File: config.mk
export PLATFORM = sky130hd
export DESIGN_NAME = bes_shade_unit
export DESIGN_NICKNAME = d
export VERILOG_FILES = /design/src/rtl/bes_pkg.sv /design/src/rtl/bes_shade_unit.sv
export SDC_FILE = /design/constraint.sdc
export NUM_CORES = 1
export LEC_CHECK = 0
export BUFFER_PORTS_ARGS = -buffer_cell sky130_fd_sc_hd__buf_4
export CORE_MARGIN = 2
export CORE_UTILIZATION = 50
export CTS_CLUSTER_DIAMETER = 200
export DETAILED_ROUTE_END_ITERATION = 16
export GPL_TIMING_DRIVEN = 0
export PLACE_DENSITY = 0.75
export SYNTH_ARGS = -nofsm -noshare
export SYNTH_HDL_FRONTEND = slang
export SYNTH_SLANG_ARGS = --single-unit
File: constraint.sdc
create_clock -name clock -period 7.35 [get_ports clock]
set_clock_uncertainty 0.1 [all_clocks]
set_input_delay 1.47 -clock clock [delete_from_list [all_inputs] [get_ports clock]]
set_output_delay 1.47 -clock clock [all_outputs]
set_load 0.05 [all_outputs]
File: src/rtl/bes_pkg.sv
// Shared types and constants for the bevel edge texture shader.
package bes_pkg;

   // Memory word: shape bit over a signed bevel value
   localparam int BEV_W  = 4;
   localparam int LVL_W  = 3;
   localparam int WORD_W = BEV_W + 1;

   // Register indexes of the configuration port
   localparam logic [1:0] REG_WIDTH  = 2'd0;
   localparam logic [1:0] REG_HEIGHT = 2'd1;

   // Item kinds
   localparam logic KIND_MASK    = 1'b0;
   localparam logic KIND_TEXTURE = 1'b1;

   // Colour channel codes for the shade unit
   localparam logic [1:0] CH_RED   = 2'd0;
   localparam logic [1:0] CH_GREEN = 2'd1;
   localparam logic [1:0] CH_BLUE  = 2'd2;

   // Neighbour visit order during bevel building
   localparam logic [2:0] NB_CENTRE    = 3'd0;
   localparam logic [2:0] NB_LEFT      = 3'd1;
   localparam logic [2:0] NB_UP        = 3'd2;
   localparam logic [2:0] NB_UPLEFT    = 3'd3;
   localparam logic [2:0] NB_RIGHT     = 3'd4;
   localparam logic [2:0] NB_DOWN      = 3'd5;
   localparam logic [2:0] NB_DOWNRIGHT = 3'd6;

   typedef struct packed {
      logic             valid;
      logic [1:0]       ch;
      logic [7:0]       c;
      logic [BEV_W-1:0] v;
   } shd_req_type;

   typedef struct packed {
      logic       valid;
      logic [1:0] ch;
      logic [7:0] value;
   } shd_rsp_type;

endpackage

File: src/rtl/bes_shade_unit.sv
// Two-stage shared channel shader: c +/- span*|v| / (THICKNESS+2).
module bes_shade_unit #(
   parameter int THICKNESS = 4
) (
   input  logic                 clock,
   input  logic                 reset,
   input  bes_pkg::shd_req_type req,
   output bes_pkg::shd_rsp_type rsp
);

   localparam int DIVISOR = THICKNESS + 2;
   localparam int NW      = 11;
   localparam int KS      = NW + 4;
   localparam int RECIP   = ((1 << KS) + DIVISOR - 1) / DIVISOR;
   localparam logic [KS-1:0] RECIP_C = KS'(RECIP);

   logic          s1_valid_ff, s2_valid_ff;
   logic [1:0]    s1_ch_ff, s2_ch_ff;
   logic [7:0]    s1_c_ff, s2_c_ff;
   logic          s1_neg_ff, s2_neg_ff;
   logic [NW-1:0] s1_n_ff;
   logic [9:0]    s2_q_ff;

   logic [7:0]          span;
   logic [3:0]          vmag;
   logic [NW-1:0]       s1_n_in;
   logic [NW+KS-1:0]    prod;
   logic [9:0]          s2_q_in;
   logic [9:0]          sum;

   // stage 1: distance to the rail times bevel magnitude
   always_comb begin
      span    = req.v[bes_pkg::BEV_W-1] ? req.c : 8'd255 - req.c;
      vmag    = req.v[bes_pkg::BEV_W-1] ? 4'(-req.v) : req.v;
      s1_n_in = NW'(span) * NW'(vmag[2:0]);
   end

   // stage 2: divide by reciprocal multiply, exact for 11-bit numerators
   always_comb begin
      prod    = (NW+KS)'(s1_n_ff) * (NW+KS)'(RECIP_C);
      s2_q_in = 10'(prod >> KS);
   end

   always_ff @(posedge clock) begin
      if (reset) begin
         s1_valid_ff <= 1'b0;
         s2_valid_ff <= 1'b0;
      end else begin
         s1_valid_ff <= req.valid;
         s2_valid_ff <= s1_valid_ff;
      end
      s1_ch_ff  <= req.ch;
      s1_c_ff   <= req.c;
      s1_neg_ff <= req.v[bes_pkg::BEV_W-1];
      s1_n_ff   <= s1_n_in;
      s2_ch_ff  <= s1_ch_ff;
      s2_c_ff   <= s1_c_ff;
      s2_neg_ff <= s1_neg_ff;
      s2_q_ff   <= s2_q_in;
   end

   // final add or subtract
   always_comb begin
      sum       = s2_neg_ff ? {2'b00, s2_c_ff} - s2_q_ff : {2'b00, s2_c_ff} + s2_q_ff;
      rsp.valid = s2_valid_ff;
      rsp.ch    = s2_ch_ff;
      rsp.value = sum[7:0];
   end

endmodule

==> out/qor.yml <==
outcome:
  status: "completed"
critical_path:
  critPathLaunchType: "input port"
  r2r_slack_ns: 2.86
  r2r_end: "s2_q_ff[6]"
  r2r_cells: 14
  cp_data_required_time_ns: 7.47
  crit_fanout: 8
  worst_ep_arrival_time_ns: 4.86
  cp-end-kind: "flip-flop"
  criticalPathCategory: "input port to flip-flop"
  reg2reg_from: "s1_n_ff[8]"
global_route:
  grt_overflow_total: 0
  grt_pass1_vias: 3017
  grt_first_pass_wirelength_microns: 13000
  grt_max_degree: 16
  antenna_found_initial: 0
  track_usage_pct: 17.8
clock_network:
  clk_pin_slew_ns: 0.08
  clk_path_buf_depth: 2
  cts_tree: "yes"
  clkLatencyLatePin_ns: 0.29
  post_cts_buffers: 0
  cts_resized: 0
  cts_sinks: 43
  cts-root-buf: "clkbuf_8"
  holdBufCountCts: 0
  numCtsBuffers: 5
  ctsHtreeMaxLevel: 2
finish:
  fillers: 713
  area_growth_syn_to_layout_pct: 9.73
  num_antenna_cells: 0
  multi_input_area_sq_mm: 0.00300
  seqCellArea_sq_um: 861
  finalNetCount: 617
  drive_gt1_share_pct: 9.47
synth:
  synth_flop_cell: "dfxtp_1"
  synth_nets: 585
  synth_area_sq_mm: 0.00424
  yosysWarningCount: 0
  synthTopCellsByArea: "ha_1 25%, dfxtp_1 20%, fa_1 19%"
  synthDistinctLibCells: 43
  postSynthAreaPerCell_sq_um: 9.60
  ys_seq_elements: 43
  yosys-top-cells-count: "94 x inv_1, 86 x ha_1, 43 x dfxtp_1"
  yosysMostFrequentCell: "inv_1"
  yosysSeqAreaShare_pct: 20.3
  async_reset_ff_share_pct: 0
  yosysTopAreaCell: "ha_1"
  synth-edff-count: 0
  synth_top_area_share_pct: 25.4
  synthCells: 442
sta:
  finalSetupTns_ns: 0
  rsz0062_at_grt: "false"
  setup_viol: 0
  hold_violations: 0
  slew_violations: 0
  period_share_pct: 64.5
  fmax_mhz: 211
  worstMarginPinSlew_ns: 0.614
  period_minus_slack_ns: 4.74
  slew_headroom_pct: 58.7
routing:
  drcViolationCount: 0
  dr.first_iter.drc_count: 111
  vias_per_cell: 5.13
  ant_nets: 0
  dr.pass1.iters: 4
  wl_per_cell_microns: 12.8
  routed_wl_microns: 7420
  vias: 2975
floorplan:
  start_util_pct: 51.7
  die_area_sq_mm: 0.00924
  die_x_microns: 96.1
  num_rows: 33
  coreArea_sq_mm: 0.00822
  num_io_pins: 28
  die_h_microns: 96.1
hold_path:
  hold_path.class: "flip-flop to flip-flop"
  holdPathStages: 0
  whs_endpoint: "s2_c_ff[0]"
  min_from: "s1_c_ff[0]"
flow_run:
  maxCapViolCount: 0
placement:
  io_buffers: 25
  dpl.hpwl_microns: 6460
  globalplace.congestion: 0.875
[metal layers]
metal / part of all wire, % / wire length [microns] / global-route usage (%) / vias up
met3: 2.2 / 163 / 3.21 / 6
met1: 46 / 3400 / 23.8 / 1430
met2: 51 / 3780 / 30.2 / 33
met4: 1.0 / 74 / 4.05 / 0
li1: - / - / - / 1506
met5: 0 / 0 / 0 / -
[sequential cells by signal, summed over array words and instances (netlist names)]
signal,count
s1_neg_ff,1
s2_q_ff,8
s1_ch_ff,2
s1_c_ff,8
s1_n_ff,11
s2_c_ff,8
s2_ch_ff,2
s2_neg_ff,1
s2_valid_ff,1
s1_valid_ff,1
[layout make-up]
type | count | area share (%)
Clock inverter | 3 | 0.537
Clock buffer | 5 | 1.48
Buffer | 7 | 0.672
Tap cell | 105 | 2.82
Multi-Input combinational cell | 298 | 64.4
Timing Repair Buffer | 25 | 4.03
Inverter | 94 | 7.58
Sequential cell | 43 | 18.5
[worst max path at each step]
stage,startpoint,end,slack (ns),depth (start not counted)
6_report,req[1],s1_n_ff[9],2.61,15
5_1_grt,req[1],s1_n_ff[9],2.41,15
4_1_cts,req[1],s1_n_ff[9],2.65,15
3_5_place_dp,req[1],s1_n_ff[9],2.36,15
3_3_place_gp,req[1],s1_n_ff[9],2.46,15
2_1_floorplan,req[1],s1_n_ff[9],2.81,15
[critical path, cell delays in order]
cell	delay, ns
clkbuf_1	0.28
inv_1	0.08
ha_1	0.20
xnor2_1	0.50
and2_1	0.24
a22oi_1	0.09
fa_1	0.62
inv_1	0.07
ha_1	0.30
a21o_1	0.17
a21oi_2	0.17
nor2b_1	0.06
o21a_1	0.19
o41ai_2	0.27
xnor2_1	0.16
[cells by family (layout without fill, tap and decap cells)]
group,Yosys count,count (layout),synth area share (%)
fa+ha+maj,126,126,44.2
xor+xnor,32,32,6.60
flops,43,43,20.3
buf+inv,101,134,9.05
mux,1,1,0.236
simple gates,65,65,7.58
compound gates,74,74,12.0
[stage by stage]
stage,hold WS (ns),cell area (sq um),utilization (%),setup WS [ns],cells
finish,0.224,4660,56.7,2.61,580
CTS,0.225,4660,56.7,2.65,580
global placement,0.210,4560,55.5,2.46,572
floorplan,0.210,4240,-,2.81,442
global route,0.234,4660,56.7,2.41,580
detailed placement,0.212,4560,55.5,2.36,572
[cells in the final DEF, fill, tap and decap left out, types with 2 or more instances in the layout]
cell type,netlist,final
clkbuf_8,0,5
a21oi_1,16,16
and2_1,8,8
inv_1,94,94
clkbuf_1,5,5
nor2_1,20,20
nand4_1,2,2
dfxtp_1,43,43
nand2b_1,3,3
nor3_1,5,5
nor2b_1,8,8
o21ai_2,2,2
nand2_1,11,11
a31oi_1,4,4
buf_4,1,26
fa_1,40,40
o31ai_2,2,2
a21o_1,4,4
a22o_1,2,2
a22oi_1,12,12
clkinv_4,0,2
nand3_1,3,3
ha_1,86,86
xor2_1,7,7
o21ai_1,5,5
a211o_1,2,2
xnor2_1,25,25
a211oi_2,2,2
o21ai_0,13,13
o21a_1,2,2
Power is not shown: default switching activity piles up to over one toggle a cycle in this logic, so the estimate is an artifact.
